## src/directional_focus_select_assert.svh

```systemverilog
// Assertion macros for the focus select RTL, included by dfs_back.
// Each macro expects signals named clk and arst_n in the including scope.
`ifndef DIRECTIONAL_FOCUS_SELECT_ASSERT_SVH
`define DIRECTIONAL_FOCUS_SELECT_ASSERT_SVH

// Same-cycle implication, disabled while reset is asserted.
`define DFS_ASSERT_IMP(name, ante, cons) \
	name: assert property (@(posedge clk) disable iff (!arst_n) (ante) |-> (cons)) \
		else $error("focus select check failed");

// Next-cycle implication, disabled while reset is asserted.
`define DFS_ASSERT_NXT(name, ante, cons) \
	name: assert property (@(posedge clk) disable iff (!arst_n) (ante) |=> (cons)) \
		else $error("focus select check failed");

`endif

```

## src/dfs_pkg.sv

```systemverilog
// Shared types and codes for the directional focus select block.
// No dependencies; used by every module of the block.
`default_nettype none

package dfs_pkg;

	// Item commands.
	localparam logic CMD_BEGIN = 1'b0;
	localparam logic CMD_CAND  = 1'b1;

	// Pressed direction codes.
	localparam logic [1:0] DIR_DOWN  = 2'd0;
	localparam logic [1:0] DIR_UP    = 2'd1;
	localparam logic [1:0] DIR_RIGHT = 2'd2;
	localparam logic [1:0] DIR_LEFT  = 2'd3;

	// Selection methods.
	localparam logic METHOD_SCORE = 1'b0;
	localparam logic METHOD_LANE  = 1'b1;

	// Fixed field widths.
	localparam int SPAN_W  = 15;
	localparam int INDEX_W = 10;

	// Depth of the queue between front and back; a power of two.
	localparam int QUEUE_DEPTH = 4;

	// Classification of one beat, passed from front to back.
	typedef struct packed {
		logic cand;     // candidate beat (else begin)
		logic method;   // method carried by a begin beat
		logic ignored;  // candidate past capacity
		logic last;     // ends the list
	} ctl_t;

endpackage

`default_nettype wire

```

## src/directional_focus_select.sv

```systemverilog
// Directional focus select: picks the rectangle a key press moves focus to.
// Throughput: one beat per cycle on both sides while neither side stalls; a four-beat queue separates them.
// A last beat accepted at the input reaches the result register through the queue
// and the scoring stage register; a stall on either side can hold it on the way.
// Reset (arst_n low) clears queue, counts, running best and the origin to empty.
`default_nettype none

module directional_focus_select #(
	parameter int MAX_CANDIDATES = 1024,
	parameter int COORD_BITS     = 16
) (
	input  wire logic                         clk,
	input  wire logic                         arst_n,
	input  wire logic                         in_valid,
	output logic                              in_stall,
	input  wire logic                         command,
	input  wire logic signed [COORD_BITS-1:0] rect_x,
	input  wire logic signed [COORD_BITS-1:0] rect_y,
	input  wire logic [dfs_pkg::SPAN_W-1:0]   rect_width,
	input  wire logic [dfs_pkg::SPAN_W-1:0]   rect_height,
	input  wire logic [1:0]                   direction,
	input  wire logic                         method,
	input  wire logic                         last,
	output logic                              out_valid,
	input  wire logic                         out_stall,
	output logic                              found,
	output logic [dfs_pkg::INDEX_W-1:0]       best_index,
	output logic                              overflow
);

	localparam int MW    = (COORD_BITS > 16) ? COORD_BITS : 16;
	localparam int CW    = MW + 1;
	localparam int CNT_W = $clog2(MAX_CANDIDATES + 1);
	localparam int QW    = $bits(dfs_pkg::ctl_t) + CNT_W + 2 * CW + 2 * dfs_pkg::SPAN_W;

	dfs_pkg::ctl_t               f_ctl;
	logic [CNT_W-1:0]            f_idx;
	logic signed [CW-1:0]        f_l;
	logic signed [CW-1:0]        f_t;
	logic [dfs_pkg::SPAN_W-1:0]  f_w;
	logic [dfs_pkg::SPAN_W-1:0]  f_h;
	dfs_pkg::ctl_t               b_ctl;
	logic [CNT_W-1:0]            b_idx;
	logic signed [CW-1:0]        b_l;
	logic signed [CW-1:0]        b_t;
	logic [dfs_pkg::SPAN_W-1:0]  b_w;
	logic [dfs_pkg::SPAN_W-1:0]  b_h;
	logic                        q_stall;
	logic                        q_valid;
	logic                        b_stall;
	logic [QW-1:0]               push_data;
	logic [QW-1:0]               pop_data;

	assign in_stall  = q_stall;
	assign push_data = {f_ctl, f_idx, f_l, f_t, f_w, f_h};
	assign {b_ctl, b_idx, b_l, b_t, b_w, b_h} = pop_data;

	// Front: orientation and numbering of incoming beats.
	dfs_front #(
		.COORD_BITS     (COORD_BITS),
		.MAX_CANDIDATES (MAX_CANDIDATES)
	) u_front (
		.clk         (clk),
		.arst_n      (arst_n),
		.in_valid    (in_valid),
		.q_stall     (q_stall),
		.command     (command),
		.rect_x      (rect_x),
		.rect_y      (rect_y),
		.rect_width  (rect_width),
		.rect_height (rect_height),
		.direction   (direction),
		.method      (method),
		.last        (last),
		.item_ctl    (f_ctl),
		.item_idx    (f_idx),
		.item_l      (f_l),
		.item_t      (f_t),
		.item_w      (f_w),
		.item_h      (f_h)
	);

	// Queue between front and back.
	dfs_queue #(
		.WIDTH (QW)
	) u_queue (
		.clk        (clk),
		.arst_n     (arst_n),
		.push_valid (in_valid),
		.push_stall (q_stall),
		.push_data  (push_data),
		.pop_valid  (q_valid),
		.pop_stall  (b_stall),
		.pop_data   (pop_data)
	);

	// Back: scoring, running best and result.
	dfs_back #(
		.COORD_BITS     (COORD_BITS),
		.MAX_CANDIDATES (MAX_CANDIDATES)
	) u_back (
		.clk        (clk),
		.arst_n     (arst_n),
		.item_valid (q_valid),
		.item_stall (b_stall),
		.item_ctl   (b_ctl),
		.item_idx   (b_idx),
		.item_l     (b_l),
		.item_t     (b_t),
		.item_w     (b_w),
		.item_h     (b_h),
		.out_valid  (out_valid),
		.out_stall  (out_stall),
		.found      (found),
		.best_index (best_index),
		.overflow   (overflow)
	);

endmodule

`default_nettype wire

```

## src/dfs_queue.sv

```systemverilog
// Short first-in first-out queue between the front and back parts.
// Depends on dfs_pkg for the queue depth.
`default_nettype none

module dfs_queue #(
	parameter int WIDTH = 8
) (
	input  wire logic             clk,
	input  wire logic             arst_n,
	input  wire logic             push_valid,
	output logic                  push_stall,
	input  wire logic [WIDTH-1:0] push_data,
	output logic                  pop_valid,
	input  wire logic             pop_stall,
	output logic      [WIDTH-1:0] pop_data
);

	localparam int DEPTH = dfs_pkg::QUEUE_DEPTH;
	localparam int PTR_W = $clog2(DEPTH);

	logic [WIDTH-1:0] mem_q [DEPTH];
	logic [PTR_W-1:0] wr_ptr_q;
	logic [PTR_W-1:0] rd_ptr_q;
	logic [PTR_W:0]   count_q;
	logic             push;
	logic             pop;

	// Full and empty come straight from the fill count.
	assign push_stall = (count_q == (PTR_W + 1)'(DEPTH));
	assign pop_valid  = (count_q != '0);
	assign pop_data   = mem_q[rd_ptr_q];
	assign push       = push_valid && !push_stall;
	assign pop        = pop_valid && !pop_stall;

	// Storage is written at the tail only.
	always_ff @(posedge clk) begin
		if (push) begin
			mem_q[wr_ptr_q] <= push_data;
		end
	end

	// Pointers wrap naturally since the depth is a power of two.
	always_ff @(posedge clk or negedge arst_n) begin
		if (!arst_n) begin
			wr_ptr_q <= '0;
			rd_ptr_q <= '0;
			count_q  <= '0;
		end else begin
			if (push) begin
				wr_ptr_q <= wr_ptr_q + 1'b1;
			end
			if (pop) begin
				rd_ptr_q <= rd_ptr_q + 1'b1;
			end
			if (push && !pop) begin
				count_q <= count_q + 1'b1;
			end else if (pop && !push) begin
				count_q <= count_q - 1'b1;
			end
		end
	end

endmodule

`default_nettype wire

```

## src/dfs_front.sv

```systemverilog
// Front part: accepts beats, orients each rectangle so the press points down,
// and numbers candidates. Depends on dfs_pkg.
`default_nettype none

module dfs_front #(
	parameter int COORD_BITS     = 16,
	parameter int MAX_CANDIDATES = 1024
) (
	input  wire logic                          clk,
	input  wire logic                          arst_n,
	input  wire logic                          in_valid,
	input  wire logic                          q_stall,
	input  wire logic                          command,
	input  wire logic signed [COORD_BITS-1:0]  rect_x,
	input  wire logic signed [COORD_BITS-1:0]  rect_y,
	input  wire logic [dfs_pkg::SPAN_W-1:0]    rect_width,
	input  wire logic [dfs_pkg::SPAN_W-1:0]    rect_height,
	input  wire logic [1:0]                    direction,
	input  wire logic                          method,
	input  wire logic                          last,
	output dfs_pkg::ctl_t                      item_ctl,
	output logic [$clog2(MAX_CANDIDATES+1)-1:0] item_idx,
	output logic signed [((COORD_BITS > 16) ? COORD_BITS : 16):0] item_l,
	output logic signed [((COORD_BITS > 16) ? COORD_BITS : 16):0] item_t,
	output logic [dfs_pkg::SPAN_W-1:0]         item_w,
	output logic [dfs_pkg::SPAN_W-1:0]         item_h
);

	localparam int MW    = (COORD_BITS > 16) ? COORD_BITS : 16;
	localparam int CW    = MW + 1;
	localparam int CNT_W = $clog2(MAX_CANDIDATES + 1);

	logic [1:0]             dir_q;
	logic [1:0]             dir_use;
	logic [CNT_W-1:0]       count_q;
	logic                   accept;
	logic                   ignored;
	logic signed [CW-1:0]   xs;
	logic signed [CW-1:0]   ys;
	logic signed [CW-1:0]   ws;
	logic signed [CW-1:0]   hs;

	assign accept  = in_valid && !q_stall;
	assign dir_use = (command == dfs_pkg::CMD_BEGIN) ? direction : dir_q;
	assign ignored = (command == dfs_pkg::CMD_CAND) &&
		(count_q >= CNT_W'(MAX_CANDIDATES));

	assign xs = CW'(rect_x);
	assign ys = CW'(rect_y);
	assign ws = $signed(CW'(rect_width));
	assign hs = $signed(CW'(rect_height));

	// Rotate or mirror the rectangle so that the press points down.
	always_comb begin
		unique case (dir_use)
			dfs_pkg::DIR_UP: begin
				item_l = xs;
				item_t = -(ys + hs);
				item_w = rect_width;
				item_h = rect_height;
			end
			dfs_pkg::DIR_RIGHT: begin
				item_l = ys;
				item_t = xs;
				item_w = rect_height;
				item_h = rect_width;
			end
			dfs_pkg::DIR_LEFT: begin
				item_l = ys;
				item_t = -(xs + ws);
				item_w = rect_height;
				item_h = rect_width;
			end
			default: begin
				item_l = xs;
				item_t = ys;
				item_w = rect_width;
				item_h = rect_height;
			end
		endcase
	end

	// Classification that travels with the beat.
	always_comb begin
		item_ctl.cand    = command;
		item_ctl.method  = method;
		item_ctl.ignored = ignored;
		item_ctl.last    = last;
		item_idx         = count_q;
	end

	// Direction is latched on begin; the position count restarts on begin and
	// after the last beat, and saturates at capacity.
	always_ff @(posedge clk or negedge arst_n) begin
		if (!arst_n) begin
			dir_q   <= dfs_pkg::DIR_DOWN;
			count_q <= '0;
		end else if (accept) begin
			if (command == dfs_pkg::CMD_BEGIN) begin
				dir_q <= direction;
			end
			if (command == dfs_pkg::CMD_BEGIN || last) begin
				count_q <= '0;
			end else if (!ignored) begin
				count_q <= count_q + 1'b1;
			end
		end
	end

endmodule

`default_nettype wire

```

## src/dfs_back.sv

```systemverilog
// Back part: qualifies and scores oriented candidates, keeps the running best
// and registers one result per list. Depends on dfs_pkg and the assert macros.
`default_nettype none
`include "directional_focus_select_assert.svh"

module dfs_back #(
	parameter int COORD_BITS     = 16,
	parameter int MAX_CANDIDATES = 1024
) (
	input  wire logic                          clk,
	input  wire logic                          arst_n,
	input  wire logic                          item_valid,
	output logic                               item_stall,
	input  wire dfs_pkg::ctl_t                 item_ctl,
	input  wire logic [$clog2(MAX_CANDIDATES+1)-1:0] item_idx,
	input  wire logic signed [((COORD_BITS > 16) ? COORD_BITS : 16):0] item_l,
	input  wire logic signed [((COORD_BITS > 16) ? COORD_BITS : 16):0] item_t,
	input  wire logic [dfs_pkg::SPAN_W-1:0]    item_w,
	input  wire logic [dfs_pkg::SPAN_W-1:0]    item_h,
	output logic                               out_valid,
	input  wire logic                          out_stall,
	output logic                               found,
	output logic [dfs_pkg::INDEX_W-1:0]        best_index,
	output logic                               overflow
);

	localparam int MW    = (COORD_BITS > 16) ? COORD_BITS : 16;
	localparam int CW    = MW + 1;
	localparam int EW    = MW + 3;
	localparam int LW    = MW + 2;
	localparam int SW    = MW + 6;
	localparam int CNT_W = $clog2(MAX_CANDIDATES + 1);
	localparam int XW    = (CNT_W > dfs_pkg::INDEX_W) ? CNT_W : dfs_pkg::INDEX_W;
	localparam logic signed [EW-1:0] ZERO = '0;
	localparam logic signed [EW-1:0] ONE  = EW'(1);
	localparam logic signed [EW-1:0] TWO  = EW'(2);

	// Oriented origin and method of the current query.
	logic signed [CW-1:0]          org_l_q;
	logic signed [CW-1:0]          org_t_q;
	logic [dfs_pkg::SPAN_W-1:0]    org_w_q;
	logic [dfs_pkg::SPAN_W-1:0]    org_h_q;
	logic                          method_q;

	// Scoring stage.
	logic                          v_s2;
	dfs_pkg::ctl_t                 ctl_s2;
	logic [CNT_W-1:0]              idx_s2;
	logic                          qual_s2;
	logic                          method_s2;
	logic [SW-1:0]                 score_s2;
	logic [LW-1:0]                 lane_s2;
	logic [LW-1:0]                 gap_s2;

	// Running best.
	logic                          have_best_q;
	logic [CNT_W-1:0]              win_idx_q;
	logic [SW-1:0]                 win_score_q;
	logic [LW-1:0]                 win_lane_q;
	logic [LW-1:0]                 win_gap_q;
	logic                          ovf_q;

	// Output register.
	logic                          out_valid_q;
	logic                          found_q;
	logic [dfs_pkg::INDEX_W-1:0]   best_index_q;
	logic                          overflow_q;

	logic                          en;
	logic                          pop;
	logic signed [EW-1:0]          tl, tt, tw, th, fl, ft, fw, fh;
	logic signed [EW-1:0]          tr, tb, fr, fb, lo, hi, ov, gap_raw, off_raw;
	logic [EW-1:0]                 off_mag;
	logic [dfs_pkg::SPAN_W-1:0]    narrower;
	logic [dfs_pkg::SPAN_W-1:0]    shared;
	logic [LW-1:0]                 lane;
	logic [LW-1:0]                 gap;
	logic [SW-1:0]                 score;
	logic                          nonempty;
	logic                          ahead;
	logic                          qual;
	logic                          better;
	logic                          win;
	logic                          have_pre;
	logic [CNT_W-1:0]              idx_pre;
	logic                          ovf_pre;
	logic [XW-1:0]                 idx_ext;

	// The whole back part moves unless a result waits and is held off.
	assign en         = !(out_valid_q && out_stall);
	assign item_stall = !en;
	assign pop        = item_valid && en;

	// Edges of both oriented rectangles.
	always_comb begin
		tl = EW'(item_l);
		tt = EW'(item_t);
		tw = $signed(EW'(item_w));
		th = $signed(EW'(item_h));
		fl = EW'(org_l_q);
		ft = EW'(org_t_q);
		fw = $signed(EW'(org_w_q));
		fh = $signed(EW'(org_h_q));
		tr = tl + tw;
		tb = tt + th;
		fr = fl + fw;
		fb = ft + fh;
		lo = (fl > tl) ? fl : tl;
		hi = (fr < tr) ? fr : tr;
		ov = hi - lo;
		gap_raw = tt - fb;
		off_raw = (tl + tl + tw) - (fl + fl + fw);
	end

	// Gap, overlap, lane distance and score of the queue head.
	always_comb begin
		nonempty = (item_w != '0) && (item_h != '0) && (org_w_q != '0) && (org_h_q != '0);
		ahead    = ((tt + tt + th) > (ft + ft + fh + TWO)) &&
			((tb > fb + ONE) || (tt > ft + ONE));
		gap      = (gap_raw > ZERO) ? LW'(gap_raw) : '0;
		shared   = (ov > ZERO) ? dfs_pkg::SPAN_W'(ov) : '0;
		lane     = (ov < ZERO) ? LW'(-ov) : '0;
		narrower = (item_w < org_w_q) ? item_w : org_w_q;
		off_mag  = (off_raw < ZERO) ? EW'(-off_raw) : EW'(off_raw);
		score    = (SW'(gap) << 3) + (SW'(narrower - shared) << 2) + SW'(off_mag);
		qual     = (item_ctl.cand == dfs_pkg::CMD_CAND) && !item_ctl.ignored &&
			nonempty && ahead && ((method_q == dfs_pkg::METHOD_LANE) || (ov > ZERO));
	end

	// Origin is taken when a begin beat leaves the queue.
	always_ff @(posedge clk or negedge arst_n) begin
		if (!arst_n) begin
			org_l_q  <= '0;
			org_t_q  <= '0;
			org_w_q  <= '0;
			org_h_q  <= '0;
			method_q <= dfs_pkg::METHOD_SCORE;
		end else if (pop && item_ctl.cand == dfs_pkg::CMD_BEGIN) begin
			org_l_q  <= item_l;
			org_t_q  <= item_t;
			org_w_q  <= item_w;
			org_h_q  <= item_h;
			method_q <= item_ctl.method;
		end
	end

	// Scoring stage register.
	always_ff @(posedge clk or negedge arst_n) begin
		if (!arst_n) begin
			v_s2      <= 1'b0;
			ctl_s2    <= '0;
			idx_s2    <= '0;
			qual_s2   <= 1'b0;
			method_s2 <= dfs_pkg::METHOD_SCORE;
			score_s2  <= '0;
			lane_s2   <= '0;
			gap_s2    <= '0;
		end else if (en) begin
			v_s2      <= item_valid;
			ctl_s2    <= item_ctl;
			idx_s2    <= item_idx;
			qual_s2   <= qual;
			method_s2 <= method_q;
			score_s2  <= score;
			lane_s2   <= lane;
			gap_s2    <= gap;
		end
	end

	// Compare against the running best; the earlier candidate keeps a tie.
	always_comb begin
		if (method_s2 == dfs_pkg::METHOD_SCORE) begin
			better = score_s2 < win_score_q;
		end else begin
			better = ((LW + 1)'(lane_s2) + 1'b1 < (LW + 1)'(win_lane_q)) ||
				((lane_s2 <= win_lane_q) && (gap_s2 < win_gap_q));
		end
		win = qual_s2 && (!have_best_q || better);
		if (ctl_s2.cand == dfs_pkg::CMD_BEGIN) begin
			have_pre = 1'b0;
			idx_pre  = '0;
			ovf_pre  = 1'b0;
		end else begin
			have_pre = have_best_q || win;
			idx_pre  = win ? idx_s2 : win_idx_q;
			ovf_pre  = ovf_q || ctl_s2.ignored;
		end
		idx_ext = XW'(idx_pre);
	end

	// Running best and the result register.
	always_ff @(posedge clk or negedge arst_n) begin
		if (!arst_n) begin
			have_best_q  <= 1'b0;
			win_idx_q    <= '0;
			win_score_q  <= '0;
			win_lane_q   <= '0;
			win_gap_q    <= '0;
			ovf_q        <= 1'b0;
			out_valid_q  <= 1'b0;
			found_q      <= 1'b0;
			best_index_q <= '0;
			overflow_q   <= 1'b0;
		end else begin
			if (out_valid_q && !out_stall) begin
				out_valid_q <= 1'b0;
			end
			if (en && v_s2) begin
				if (ctl_s2.last || ctl_s2.cand == dfs_pkg::CMD_BEGIN) begin
					have_best_q <= 1'b0;
					win_idx_q   <= '0;
					win_score_q <= '0;
					win_lane_q  <= '0;
					win_gap_q   <= '0;
					ovf_q       <= 1'b0;
				end else begin
					have_best_q <= have_pre;
					win_idx_q   <= idx_pre;
					ovf_q       <= ovf_pre;
					if (win) begin
						win_score_q <= score_s2;
						win_lane_q  <= lane_s2;
						win_gap_q   <= gap_s2;
					end
				end
				if (ctl_s2.last) begin
					out_valid_q  <= 1'b1;
					found_q      <= have_pre;
					best_index_q <= have_pre ? idx_ext[dfs_pkg::INDEX_W-1:0] : '0;
					overflow_q   <= ovf_pre;
				end
			end
		end
	end

	assign out_valid  = out_valid_q;
	assign found      = found_q;
	assign best_index = best_index_q;
	assign overflow   = overflow_q;

	// A result without a winner reports index zero.
	`DFS_ASSERT_IMP(a_none_zero_index, out_valid_q && !found_q, best_index_q == '0)
	// A held-off scoring stage keeps its beat.
	`DFS_ASSERT_NXT(a_stage_holds, v_s2 && !en, v_s2 && $stable(score_s2) && $stable(idx_s2))
	// A kept winner always lies inside capacity.
	`DFS_ASSERT_IMP(a_win_in_range, have_best_q, win_idx_q < CNT_W'(MAX_CANDIDATES))

endmodule

`default_nettype wire
```

## config.mk

```make
export PLATFORM = sky130hd
export DESIGN_NAME = directional_focus_select
export DESIGN_NICKNAME = d
export VERILOG_FILES = /design/src/dfs_pkg.sv /design/src/directional_focus_select.sv /design/src/dfs_queue.sv /design/src/dfs_front.sv /design/src/dfs_back.sv
export VERILOG_INCLUDE_DIRS = /design/src /design/src/src
export SDC_FILE = /design/constraint.sdc
export NUM_CORES = 2
export LEC_CHECK = 0
export ABC_AREA = 0
export ABC_CLOCK_PERIOD_IN_PS = 11300
export BUFFER_PORTS_ARGS = -buffer_cell sky130_fd_sc_hd__clkbuf_2
export CORE_UTILIZATION = 35
export CTS_CLUSTER_SIZE = 10
export DETAILED_ROUTE_END_ITERATION = 7
export GPL_TIMING_DRIVEN = 1
export MAX_ROUTING_LAYER = met4
export PLACE_DENSITY = 0.54
export SLEW_MARGIN = 5
export SYNTH_ARGS = -nofsm -noshare
export SYNTH_HDL_FRONTEND = slang
export SYNTH_HIERARCHICAL = 1
export SYNTH_SLANG_ARGS = --single-unit
```

## constraint.sdc

```tcl
create_clock -name clk -period 11.3 [get_ports clk]
set_clock_uncertainty 0.2 [all_clocks]
set_input_delay 0.565 -clock clk [delete_from_list [all_inputs] [get_ports clk]]
set_output_delay 0.565 -clock clk [all_outputs]
set_load 0.005 [all_outputs]
```

==> summary.md <==
| Metric | Value |
|---|---|
| Status | `complete, no violations` |
| Wire per inst | `19.3 um` |
| Setup Crit Path Kind | `reg -> reg` |
| Detailed Route WL | `109000 um` |
| Die Wd | `338 um` |
| Worst path max stage delay | `approximately 0.55 ns` |
| Arrival @ worst endpoint | `about 11 ns` |
| Worst reg2reg setup slack | `0.24 ns` |
| DR vias | `between 20k and 30k` |
| Pins Over Slew Limit | `0` |
| Reg2Reg Depth | `58` |
| Tcrit/Tclk final | `97.9%` |
| Setup violators final | `0` |
| Core footprint | `0.112 mm2` |
| Syn Nets | `4349` |
| Critical path's slowest cell | `fa_1` |
| Mapped Area | `0.0396 mm2` |
| Hold Path End | `u_queue/mem_q[1][75]` |
| WHS Path Cells | `1` |
| Total Nets Final | `4686` |
| Post-route design area | `0.0467 mm2` |
| Most used cell, CP | `a21oi_2` |
| Min-delay worst type | `in -> reg` |
| Congestion Overflow GR | `0` |
| Port-buffer cells | `84` |
| Worst slew margin | `30.2%` |
| Synth Warn # | `6` |
| Starting Density | `35.3%` |
| Detail Route Antenna Nets | `0` |
| Gpl congestion | `roughly 0.9` |
| RR Startpoint | `u_queue/rd_ptr_q[0]` |
| Top Ports | `85` |
| Clk_lat worst skew | `0.63 ns` |
| # rows | `about 120` |
| CP required | `11.62 ns` |
| Fill cells | `about 11k` |
| Syn-to-layout area delta | `18.0%` |
| Worst slew pin tran | `1.05 ns` |
| Clk root buf | `clkbuf_16` |
| RSZ-0062 raised after global routing | `true` |
| Remaining DRCs | `0` |
| Syn_area_per_cell | `10.6 um2` |
| Drt via density | `between 5 and 6` |
| Placed Area | `about 0.043 mm2` |
| Die area | `0.115 mm2` |
| Startpoint Class | `register` |
| Fmax | `90.4 MHz` |
| Clk slew on worst S/H paths | `0.06 ns` |
| HP Start | `last` |
| H-tree Lvls | `3` |
| Final hold vios | `0` |
| DRT Pass-1 Iters | `5` |
| Layout cells sized above 1 | `19.2%` |
| Worst Setup End Kind | `register` |
| Commonest non-fill, non-tap cell in the layout | `ha_1` |
| Drt initial violations | `2017` |
| Clk buf depth | `3` |
| Worst R2R End | `u_back/score_s2[21]` |
| Clock buffer count from CTS | `71` |
| Cell count after synthesis | `3748` |
| Vias in the first global route | `29.2k` |
| Largest net degree at the start of global routing | `83` |
| Hold_ws | `just over 0.05 ns` |
| Fin crit period | `11.06 ns` |
| Initial antenna violation count | `2` |
| Die span in y | `338 um` |
| GRT Util Overall | `19.4%` |
| CP Max Fanout | `6` |
| Clock sink total | `554` |
| First-pass GRT wire length | `169000 um` |
| Most frequent cells in the layout | `ha_1, nand2_1, inv_1` |
| Total of max-cap violations | `0` |
| HPWL after DPL | `82800 um` |
| CTS tree | `yes` |
## sequential cells by signal (all words and copies together), names as in the netlist, 10 cells and up
signal	flops
u_back/best_index	10
u_front/item_idx	11
u_back/org_t_q	17
u_back/win_idx_q	10
u_back/gap_s2	18
u_back/win_gap_q	18
u_back/score_s2	22
u_queue/mem_q	312
u_back/org_l_q	17
u_back/win_score_q	22
u_back/win_lane_q	18
u_back/idx_s2	10
u_back/org_w_q	15
u_back/lane_s2	18
u_back/org_h_q	15
## critical path, delay by kind of cell, from the launching register on
family,cells,cell delay [ns]
compound gates,23,3.71
fa+ha+maj,8,2.19
simple gates,10,1.67
buf+inv,12,1.49
mux,3,0.76
flops,1,0.53
xor+xnor,2,0.34
## through the flow
step | setup TNS (ns) | worst slack (ns) | utilization [%] | std cells
2_1_floorplan | 0 | 0.0428 | - | 3748
3_3_place_gp | -3.46 | -0.603 | 38.6 | 5478
3_5_place_dp | -4.13 | -0.665 | 38.6 | 5478
4_1_cts | -0.0307 | -0.0238 | 41.0 | 5611
5_1_grt | -0.893 | -0.260 | 41.6 | 5631
6_report | 0 | 0.238 | 41.6 | 5631
## layout make-up
cell class | instances | area [um2] | area share, %
well taps | 1500 | 1880 | 4.02
repair buffers | 367 | 2660 | 5.70
inverters | 323 | 1210 | 2.60
multi-input cells | 2768 | 23400 | 50.0
flip-flops and latches | 554 | 15400 | 33.0
clock buffers | 106 | 2010 | 4.30
diodes | 1 | 2.50 | 0.00535
clock inverters | 12 | 186 | 0.399
## repair_timing
action                                 in CTS  in global routing
setup buffers                              14                 20
setup endpoints to repair                   9                  9
pin swaps                                  61                 87
gates resized for setup                    89                 94
hold buffers                                2                  0
gates cloned                                1                  1
endpoints found under the hold margin      66                  0
## how the worst max path moves through the flow
stage                                    from  slack, ns             endpoint  cells after the start
final                     u_queue/rd_ptr_q[0]       0.24  u_back/score_s2[21]                     58
after global routing      u_queue/rd_ptr_q[0]      -0.26  u_back/score_s2[21]                     62
after CTS                 u_queue/rd_ptr_q[0]      -0.02  u_back/score_s2[18]                     54
after detailed placement  u_queue/rd_ptr_q[0]      -0.66  u_back/score_s2[20]                     55
after global placement    u_queue/rd_ptr_q[0]      -0.60  u_back/score_s2[21]                     55
after floorplan           u_queue/rd_ptr_q[0]       0.04  u_back/score_s2[20]                     51
## routing by layer
layer / up-vias / track usage, % / part of all wire [%] / wire, um
li1: 14400 / - / - / -
met1: 14200 / 26.5 / 48 / 51700
met2: 554 / 30.6 / 46 / 50200
met3: 141 / 2.04 / 3.9 / 4260
met4: 0 / 5.18 / 2.4 / 2620
met5: - / - / 0 / 0
Power is left out: the tool's default activity adds up to more than one toggle a clock period on the data nets, which glitch-free logic cannot reach.
